[src/sv/gpio_prb_pkg.sv]
package gpio_prb_pkg;

  // Item function codes
  localparam logic [1:0] FUNC_READ  = 2'd0;
  localparam logic [1:0] FUNC_WRITE = 2'd1;
  localparam logic [1:0] FUNC_PIN   = 2'd2;
  localparam logic [1:0] FUNC_ALT   = 2'd3;

  // Register word indexes
  localparam logic [7:0] ADDR_MODE  = 8'd0;
  localparam logic [7:0] ADDR_OTYPE = 8'd1;
  localparam logic [7:0] ADDR_SPEED = 8'd2;
  localparam logic [7:0] ADDR_PULL  = 8'd3;
  localparam logic [7:0] ADDR_IDR   = 8'd4;
  localparam logic [7:0] ADDR_ODR   = 8'd5;
  localparam logic [7:0] ADDR_BSRR  = 8'd6;
  localparam logic [7:0] ADDR_LOCK  = 8'd7;
  localparam logic [7:0] ADDR_AFL   = 8'd8;
  localparam logic [7:0] ADDR_AFH   = 8'd9;

  // Pin mode field codes
  localparam logic [1:0] MODE_INPUT  = 2'd0;
  localparam logic [1:0] MODE_OUTPUT = 2'd1;
  localparam logic [1:0] MODE_ALT    = 2'd2;
  localparam logic [1:0] MODE_ANALOG = 2'd3;

  // Pull field codes that allow a high level
  localparam logic [1:0] PULL_NONE = 2'd0;
  localparam logic [1:0] PULL_UP   = 2'd1;

  // Resolved direction codes
  localparam logic [1:0] DIR_INPUT  = 2'd0;
  localparam logic [1:0] DIR_OUTPUT = 2'd1;
  localparam logic [1:0] DIR_HIZ    = 2'd2;

  localparam int unsigned LOCK_HIST_W = 17;  // key bit plus 16 key value bits
  localparam int unsigned LOCK_KEY_BIT = 16;

  typedef struct packed {
    logic [1:0]  func;
    logic [7:0]  addr;
    logic [31:0] wdata;
    logic [3:0]  pin_index;
    logic        pin_level;
    logic [15:0] af_levels;
  } gpio_prb_in_t;

  typedef struct packed {
    logic [31:0] read_data;
    logic [31:0] pin_direction;
    logic [15:0] pin_high;
    logic [15:0] pin_drive;
    logic [15:0] changed_pins;
    logic        locked;
  } gpio_prb_out_t;

  typedef logic [15:0] gpio_prb_cfg_t;

endpackage

[src/sv/gpio_port_register_block.sv]
// GPIO port register block. Each item is a bus read, a bus write, an external
// pin level event or an update of the per-pin alternate-function levels, and
// each item gives exactly one result item. Throughput is one item per clock
// while the output register is taken: an accepted item lands in an input
// register, a single pass of logic then updates the port registers and
// resolves the affected pins in parallel, and the result is captured in the
// output register. Both stages stall only when the output register is full
// and not taken. The external circuit mask is written on a separate
// always-ready config channel and must only be written while no item is in
// flight. Once the lock key sequence (key bit 1, 0, 1 with equal low halves)
// has been written to the lock word, all bus writes are dropped until reset.
module gpio_port_register_block
  import gpio_prb_pkg::*;
#(
  parameter int unsigned PIN_COUNT = 16
) (
  input  logic          clk_i,
  input  logic          rst_ni,
  input  logic          in_valid_i,
  output logic          in_ready_o,
  input  gpio_prb_in_t  in_data_i,
  output logic          out_valid_o,
  input  logic          out_ready_i,
  output gpio_prb_out_t out_data_o,
  input  logic          cfg_valid_i,
  output logic          cfg_ready_o,
  input  gpio_prb_cfg_t cfg_data_i
);

  localparam int unsigned PIN_W = $clog2(PIN_COUNT);
  localparam logic [PIN_COUNT-1:0] PIN_ALL = {PIN_COUNT{1'b1}};

  // Handshake / pipeline control
  logic          s1_valid_q;
  gpio_prb_in_t  s1_q;
  logic          out_valid_q;
  gpio_prb_out_t out_q, out_d;
  logic          advance;

  // Architectural state
  logic [31:0] mode_q, mode_d, otype_q, otype_d, speed_q, speed_d, pull_q, pull_d;
  logic [31:0] odr_q, odr_d, afl_q, afl_d, afh_q, afh_d;
  logic [PIN_COUNT-1:0] idr_q, idr_d;
  logic [PIN_COUNT-1:0] alt_q, alt_d;
  logic [PIN_COUNT-1:0] ext_q;
  logic [LOCK_HIST_W-1:0] hist_q [3];
  logic [LOCK_HIST_W-1:0] hist_d [3];
  logic lock_q, lock_d;

  // Resolved pin status
  logic [2*PIN_COUNT-1:0] dir_q, dir_d;
  logic [PIN_COUNT-1:0]   high_q, high_d, drive_q, drive_d;

  logic [PIN_COUNT-1:0] res_mask, changed;
  logic [31:0]          rd;
  logic                 reg_chg;

  assign advance     = !out_valid_q || out_ready_i;
  assign in_ready_o  = !s1_valid_q || advance;
  assign out_valid_o = out_valid_q;
  assign out_data_o  = out_q;
  assign cfg_ready_o = 1'b1;

  always_comb begin
    logic [1:0] pmode, ppull, pdir;
    logic       potype, plevel, phigh, pdrive, pull_ok;

    mode_d  = mode_q;
    otype_d = otype_q;
    speed_d = speed_q;
    pull_d  = pull_q;
    odr_d   = odr_q;
    afl_d   = afl_q;
    afh_d   = afh_q;
    idr_d   = idr_q;
    alt_d   = alt_q;
    hist_d  = hist_q;
    lock_d  = lock_q;
    dir_d   = dir_q;
    high_d  = high_q;
    drive_d = drive_q;
    res_mask = '0;
    changed  = '0;
    rd       = '0;

    unique case (s1_q.func)
      FUNC_READ: begin
        unique case (s1_q.addr)
          ADDR_MODE:  rd = mode_q;
          ADDR_OTYPE: rd = otype_q;
          ADDR_SPEED: rd = speed_q;
          ADDR_PULL:  rd = pull_q;
          ADDR_IDR:   rd = 32'(idr_q);
          ADDR_ODR:   rd = odr_q;
          ADDR_AFL:   rd = afl_q;
          ADDR_AFH:   rd = afh_q;
          default:    rd = '0;
        endcase
      end
      FUNC_WRITE: begin
        if (!lock_q) begin
          unique case (s1_q.addr)
            ADDR_MODE:  mode_d  = s1_q.wdata;
            ADDR_OTYPE: otype_d = s1_q.wdata;
            ADDR_SPEED: speed_d = s1_q.wdata;
            ADDR_PULL:  pull_d  = s1_q.wdata;
            ADDR_ODR:   odr_d   = s1_q.wdata;
            // reset half wins over set half
            ADDR_BSRR:  odr_d = (odr_q | {16'h0, s1_q.wdata[15:0]})
                                & ~{16'h0, s1_q.wdata[31:16]};
            ADDR_LOCK: begin
              hist_d[2] = hist_q[1];
              hist_d[1] = hist_q[0];
              hist_d[0] = s1_q.wdata[LOCK_HIST_W-1:0];
              if (hist_d[2][LOCK_KEY_BIT] && !hist_d[1][LOCK_KEY_BIT] &&
                  hist_d[0][LOCK_KEY_BIT] &&
                  hist_d[2][LOCK_KEY_BIT-1:0] == hist_d[1][LOCK_KEY_BIT-1:0] &&
                  hist_d[2][LOCK_KEY_BIT-1:0] == hist_d[0][LOCK_KEY_BIT-1:0]) begin
                lock_d = 1'b1;
              end
            end
            ADDR_AFL:   afl_d = s1_q.wdata;
            ADDR_AFH:   afh_d = s1_q.wdata;
            default:    ;
          endcase
        end
      end
      FUNC_PIN: begin
        if ({1'b0, s1_q.pin_index} < 5'(PIN_COUNT)) begin
          idr_d[s1_q.pin_index[PIN_W-1:0]] = s1_q.pin_level;
        end
      end
      default: begin
        // alternate levels: only pins whose level moved are resolved
        alt_d    = s1_q.af_levels[PIN_COUNT-1:0];
        res_mask = s1_q.af_levels[PIN_COUNT-1:0] ^ alt_q;
      end
    endcase

    // a mode, type, speed, pull, output or alternate-function register whose value really changed re-resolves every pin
    reg_chg = (mode_d != mode_q) || (otype_d != otype_q) || (speed_d != speed_q) ||
              (pull_d != pull_q) || (odr_d != odr_q) || (afl_d != afl_q) ||
              (afh_d != afh_q);
    if (reg_chg) begin
      res_mask = PIN_ALL;
    end

    for (int p = 0; p < PIN_COUNT; p++) begin
      pmode   = mode_d[2*p +: 2];
      ppull   = pull_d[2*p +: 2];
      potype  = otype_d[p];
      pull_ok = (ppull == PULL_NONE) || (ppull == PULL_UP);
      plevel  = 1'b0;
      phigh   = 1'b0;
      pdrive  = 1'b0;
      unique case (pmode)
        MODE_INPUT: begin
          pdir  = DIR_INPUT;
          phigh = pull_ok;
        end
        MODE_ANALOG: begin
          pdir = DIR_HIZ;
        end
        default: begin
          pdir   = DIR_OUTPUT;
          plevel = (pmode == MODE_OUTPUT) ? odr_d[p] : alt_d[p];
          if (plevel) begin
            phigh  = potype ? pull_ok : 1'b1;
            pdrive = !potype;
          end
        end
      endcase
      if (res_mask[p]) begin
        if (phigh && !ext_q[p]) begin
          idr_d[p] = 1'b1;
        end
        if (dir_q[2*p +: 2] != pdir || high_q[p] != phigh || drive_q[p] != pdrive) begin
          changed[p] = 1'b1;
        end
        dir_d[2*p +: 2] = pdir;
        high_d[p]       = phigh;
        drive_d[p]      = pdrive;
      end
    end

    out_d.read_data     = rd;
    out_d.pin_direction = 32'(dir_d);
    out_d.pin_high      = 16'(high_d);
    out_d.pin_drive     = 16'(drive_d);
    out_d.changed_pins  = 16'(changed);
    out_d.locked        = lock_d;
  end

  // Control and architectural state
  always_ff @(posedge clk_i or negedge rst_ni) begin
    if (!rst_ni) begin
      s1_valid_q  <= 1'b0;
      out_valid_q <= 1'b0;
      mode_q      <= '0;
      otype_q     <= '0;
      speed_q     <= '0;
      pull_q      <= '0;
      odr_q       <= '0;
      afl_q       <= '0;
      afh_q       <= '0;
      idr_q       <= '0;
      alt_q       <= '0;
      ext_q       <= '0;
      hist_q[0]   <= '0;
      hist_q[1]   <= '0;
      hist_q[2]   <= '0;
      lock_q      <= 1'b0;
      dir_q       <= '0;
      high_q      <= '0;
      drive_q     <= '0;
    end else begin
      if (in_ready_o) begin
        s1_valid_q <= in_valid_i;
      end
      if (advance) begin
        out_valid_q <= s1_valid_q;
      end
      if (cfg_valid_i) begin
        ext_q <= cfg_data_i[PIN_COUNT-1:0];
      end
      if (s1_valid_q && advance) begin
        mode_q  <= mode_d;
        otype_q <= otype_d;
        speed_q <= speed_d;
        pull_q  <= pull_d;
        odr_q   <= odr_d;
        afl_q   <= afl_d;
        afh_q   <= afh_d;
        idr_q   <= idr_d;
        alt_q   <= alt_d;
        hist_q  <= hist_d;
        lock_q  <= lock_d;
        dir_q   <= dir_d;
        high_q  <= high_d;
        drive_q <= drive_d;
      end
    end
  end

  // Payload registers
  always_ff @(posedge clk_i) begin
    if (in_valid_i && in_ready_o) begin
      s1_q <= in_data_i;
    end
    if (s1_valid_q && advance) begin
      out_q <= out_d;
    end
  end

endmodule

[config.mk]
export PLATFORM = sky130hd
export DESIGN_NAME = gpio_port_register_block
export DESIGN_NICKNAME = d
export VERILOG_FILES = /design/src/sv/gpio_prb_pkg.sv /design/src/sv/gpio_port_register_block.sv
export SDC_FILE = /design/constraint.sdc
export NUM_CORES = 1
export LEC_CHECK = 0
export ABC_CLOCK_PERIOD_IN_PS = 5900
export BUFFER_PORTS_ARGS = -buffer_cell sky130_fd_sc_hd__buf_2
export CORE_UTILIZATION = 45
export DETAILED_ROUTE_END_ITERATION = 16
export GPL_TIMING_DRIVEN = 0
export PLACE_DENSITY = 0.72
export SYNTH_ARGS = -nofsm -noshare
export SYNTH_HDL_FRONTEND = slang
export SYNTH_SLANG_ARGS = --single-unit
[constraint.sdc]
create_clock -name clk_i -period 5.9 [get_ports clk_i]
set_input_delay 1.18 -clock clk_i [delete_from_list [all_inputs] [get_ports clk_i]]
set_output_delay 1.18 -clock clk_i [all_outputs]
set_load 0.05 [all_outputs]
# After elaboration in Yosys (flattened, before gate mapping)
# Cells that the tools add are included.
# op_classes
n_reduce_logical,166
magnitude_cmp,2
eq_ne,116
n_bitwise,5
muxes,241
# ops
cell,n
2-to-1 mux 32 bit,20
one-hot mux 32 bit (8 select lines),1
!= test 32 bit,7
2-to-1 mux 1 bit,165
equality test 2 x 1 -> 1 bit (second input constant),33
logical NOT 2 bit,33
2-to-1 mux 16 bit,4
one-hot mux 2 bit (2 select lines),16
one-hot mux 32 bit (2 select lines),1
logical OR 1 bit,56
logical NOT 1 bit,35
equality test 2 bit (second input constant),17
bitwise AND 32 bit,1
equality test 16 bit,2
equality test 8 x 3 -> 1 bit (second input constant),4
2-to-1 mux 2 bit,16
!= test 1 bit,32
!= test 2 bit,16
NOT 16 -> 32 bit,1
bitwise OR 32 x 16 -> 32 bit,1
one-hot mux 1 bit (2 select lines),16
OR reduction 2 bit,16
logical AND 1 bit,23
bitwise mux 16 bit,1
11 further kinds,13
# word_totals
inputBits,84
output_inout_bits,116
wordCells,575
regBits,549

# Depth between registers and ports, before layout
# depth
ltp_word,13
ltp_mapped,18
depth_no_buf,14

# Worst setup path after synthesis
# Ideal clock, no wire load.
# synth_path
kind,input -> register
from,input port out_ready_i
to,register dir_q[20]
t_required_ns,5.775
setup_time_ns,0.125
path_buffers,1
path_stages,6
t_arrival_ns,5.813
slack_ns,-0.038
path_cell_list,nand2b_1 > nand2_1 > inv_1 > buf_1 > o41a_4 > mux2_4
# synth_via
elab_chain_cells,2
# synth_lines
element,line,source
from (decl),gpio_port_register_block.sv:23,"input logic out_ready_i,"
logical OR 1 bit,gpio_port_register_block.sv:58,assign advance = !out_valid_q || out_ready_i;
logical AND 1 bit,gpio_port_register_block.sv:226,if (s1_valid_q && advance) begin
to (signal assigned),gpio_port_register_block.sv:238,dir_q <= dir_d;
to (decl),gpio_port_register_block.sv:51,"logic [2*PIN_COUNT-1:0] dir_q, dir_d;"
# Every way passes these cells.
# A chain may end at the register's enable or synchronous reset.

# Final worst setup path
# layout_path
from,register s1_q[60] (netlist bit)
to,register otype_q[27]
# layout_via
elab_chain_cells,4
# layout_lines
element,line,source
from (decl),gpio_port_register_block.sv:35,gpio_prb_in_t s1_q;
from (signal assigned),gpio_port_register_block.sv:248,s1_q <= in_data_i;
equality test 8 x 1 -> 1 bit,gpio_port_register_block.sv:102,unique case (s1_q.addr)
2-to-1 mux 32 bit,gpio_port_register_block.sv:102,
2-to-1 mux 32 bit,gpio_port_register_block.sv:101,if (!lock_q) begin
2-to-1 mux 32 bit,gpio_port_register_block.sv:86,unique case (s1_q.func)
to (signal assigned),gpio_port_register_block.sv:228,otype_q <= otype_d;
to (decl),gpio_port_register_block.sv:41,"logic [31:0] mode_q, mode_d, otype_q, otype_d, speed_q, speed_d, pull_q, pull_d;"
# Every way passes these cells.

==> qor.txt <==
Slew Limit Fails = 14
NumNets Final = 3032
number of placed I/O pins = 200
maximum VDD drop = 0.000257 V
pin slew with the least headroom to its limit = 1660 ps
Worst path most repeated cell = clkbuf_1
drt drc = 0
FF+latch count, synth = 549
initial antenna violation count = 16
final WL = 149000 um
Unique masters post-synth = 89
Tot Pwr = 9.45 mW
max frequency = 0.170 GHz
data required time of the critical path = 6410 ps
crit-path max FO = 10
WL per Instance = 39.1 um
Post-Route Utilization = 52.3%
GR Overflow Total = 0
Cell Area, Synth = 0.0295 mm2
Tcrit/Tclk final = 99.6%
Starting Density = 45.7%
outcome = finished, violations left
input/output buffers = 197
H-tree depth reported by CTS = 2
chip width = 258 um
latest clock arrival within the worst-skew pair = 650 ps
Die Y = 258 um
leading cell type in the layout, fill and taps excluded = dfrtp_1
final std cell area, no fill = 0.0338 mm2
Post-synth ARST share = 67.9%
DP Area = 0.0318 mm2
failing checks = max-capacitance violations, max-slew violations
Vias/cell = 6.72
number of nets with antenna violations after routing = 0
Crit path max-delay family = simple AND/OR/NAND/NOR gates
Synth Flop Type = dfrtp_1
DR iter-0 viols = 3978
Worst Path Buf+Inv = 3
hold_ws = 509 ps
routability cong. = 1.08
critical path type = reg2reg
maxcap violations = 2
number of global-route vias before repair = 24600
Worst R2R Path Depth = 8
Initial DRT Pass Iterations = 9
setup repair bufs after CTS = 0
most frequent cells in the layout = dfrtp_1, mux2_2, buf_2
hold depth = 1
clk buf depth = 3
worst path cell trace = or4_1 > buf_2 > nor3_2 > nand2_1 > clkbuf_1 > nor2_2 > clkbuf_1 > mux2_2
crit path DAT = 6390 ps
Setup Skew = 30.5 ps
power per cell area = 280 mW/mm2
HP Class = reg2reg
TritonCTS clock tree = yes
Startpoint Class = flop
Post-synth EDFFs = 176
clock sinks = 549
final setup fails = 0
# hold bufs at CTS = 0
largest net degree at the start of global routing = 112
row count = 93
share of layout cells above drive strength 1 = 24.6%
Num CTS Buffers = 60
slowest stage delay, CP = 1000 ps
post-synthesis cell count = 2631
routed vias = 25600
clock-pin slew on the worst setup and hold paths = 60 ps
WP depth = 8
Seq/Total Area, Yosys = 49.5%
syn_nets = 2763
min Tclk post-route = 5880 ps
Area Overhead vs Synth = 14.5%
die area = 0.0666 mm2
Hold Vio Cnt, Final = 0
Core ar. = 0.0646 mm2
CP Capture Type = flop
first-pass GRT wire length = 202000 um
clk root buf = clkbuf_16
Lkg Pwr = 14.7 nW
Relative slew margins = -13.4%
RSZ-0062 raised after global routing = no
gr usage total = 44.4%
synth warn = 0
Syn Area/Cell = 11.2 um2
slowest CP cell = nor2_2
HPWL after DPL = 113000 um
through the flow:
stage               setup TNS [ps]  instances  setup slack (ps)
finish                           0       3814              22.6
global placement          -1752940       3683             -4330
CTS                              0       3806               193
detailed placement            -200       3692              -168
global route                     0       3807               116
floorplan                        0       2631               258
worst reg2reg max path, stage by stage (launching register included):
cell and delay (ps):
edfxtp_1 430, or4_1 620, buf_2 250, nor3_2 830, nand2_1 720, clkbuf_1 610
nor2_2 1010, clkbuf_1 870, mux2_2 430
what timing repair did:
item	4_1_cts	5_1_grt
endpoints found under the setup margin	8	1
hold endpoints to repair	0	0
gates resized for setup	1	1
synthesized netlist by cell type (16+ instances only):
cell type | count | area [um2]
o221ai_1 | 16 | 140
buf_2 | 35 | 175
a31oi_1 | 35 | 219
a22oi_1 | 59 | 443
nand2_1 | 193 | 724
xor2_1 | 62 | 543
nor3_1 | 42 | 210
mux2_4 | 60 | 901
inv_1 | 141 | 529
clkbuf_1 | 123 | 462
and3_1 | 23 | 144
nor2_1 | 133 | 499
nor4_1 | 25 | 156
dfrtp_1 | 373 | 9330
edfxtp_1 | 176 | 5290
o21ai_0 | 150 | 751
mux2_2 | 242 | 2730
mux2i_1 | 33 | 330
o22ai_1 | 93 | 582
xnor2_1 | 45 | 394
a21oi_1 | 99 | 495
a222oi_1 | 42 | 420
ha_1 | 48 | 601
nand2b_1 | 47 | 294
mux4_2 | 16 | 360
nand3_1 | 24 | 120
metal layers:
metal | global-route usage (%) | vias up | share of wire [%]
li1 | - | 10300 | -
met1 | 58.3 | 13000 | 40
met2 | 64.2 | 1819 | 42
met3 | 14.3 | 453 | 11
met4 | 26.1 | 14 | 6.9
met5 | 0 | - | 0.062
power by group:
part	switching [mW]	leakage, nW	internal [mW]	total, mW
combinational	0.911	7.30	0.349	1.26
clock	1.68	0.971	2.21	3.89
sequential	0.180	6.45	4.12	4.30
flip-flops by register name, indices dropped and copies added (netlist names), 32 cells and up:
register and cells:
afh_q 32, afl_q 32, dir_q 32, hist_q 34, mode_q 32, odr_q 32, otype_q 32, out_data_o 113
pull_q 32, s1_q 63, speed_q 32
cell type report:
cell class                      count  area [um2]
Antenna cell                        7        17.5
Buffer                            180         792
Clock buffer                       84        1680
Clock inverter                     30         308
Fill cell                        5786       30800
Inverter                          160         601
Multi-Input combinational cell   1742       13500
Sequential cell                   549       14600
Tap cell                          855        1070
Timing Repair Buffer              207        1180
logic make-up after synthesis:
family                   after synthesis  synth area share (%)
AO/OA/AOI/OAI                        668                  16.1
XOR/XNOR                             108                  3.23
adder cells (fa/ha/maj)               48                  2.04
buffers and inverters                340                  4.69
flip-flops                           549                  49.5
multiplexers                         356                  14.8
other                                  1                0.0127
AND/OR/NAND/NOR                      561                  9.58
worst paths after layout:
check | slack, ps | start | endpoint
max | 20 | s1_q[60]$_DFFE_PP_ | otype_q[27]$_DFFE_PN0P_
min | 510 | hist_q[33]$_DFFE_PN0P_ | hist_q[33]$_DFFE_PN0P_
max reg2reg | 20 | s1_q[60]$_DFFE_PP_ | otype_q[27]$_DFFE_PN0P_
min reg2reg | 510 | hist_q[33]$_DFFE_PN0P_ | hist_q[33]$_DFFE_PN0P_
max in group asynchronous | 3870 | rst_ni | speed_q[15]$_DFFE_PN0P_
min in group asynchronous | 560 | rst_ni | drive_q[8]$_DFFE_PN0P_
Power figures use the tool's default switching activity.
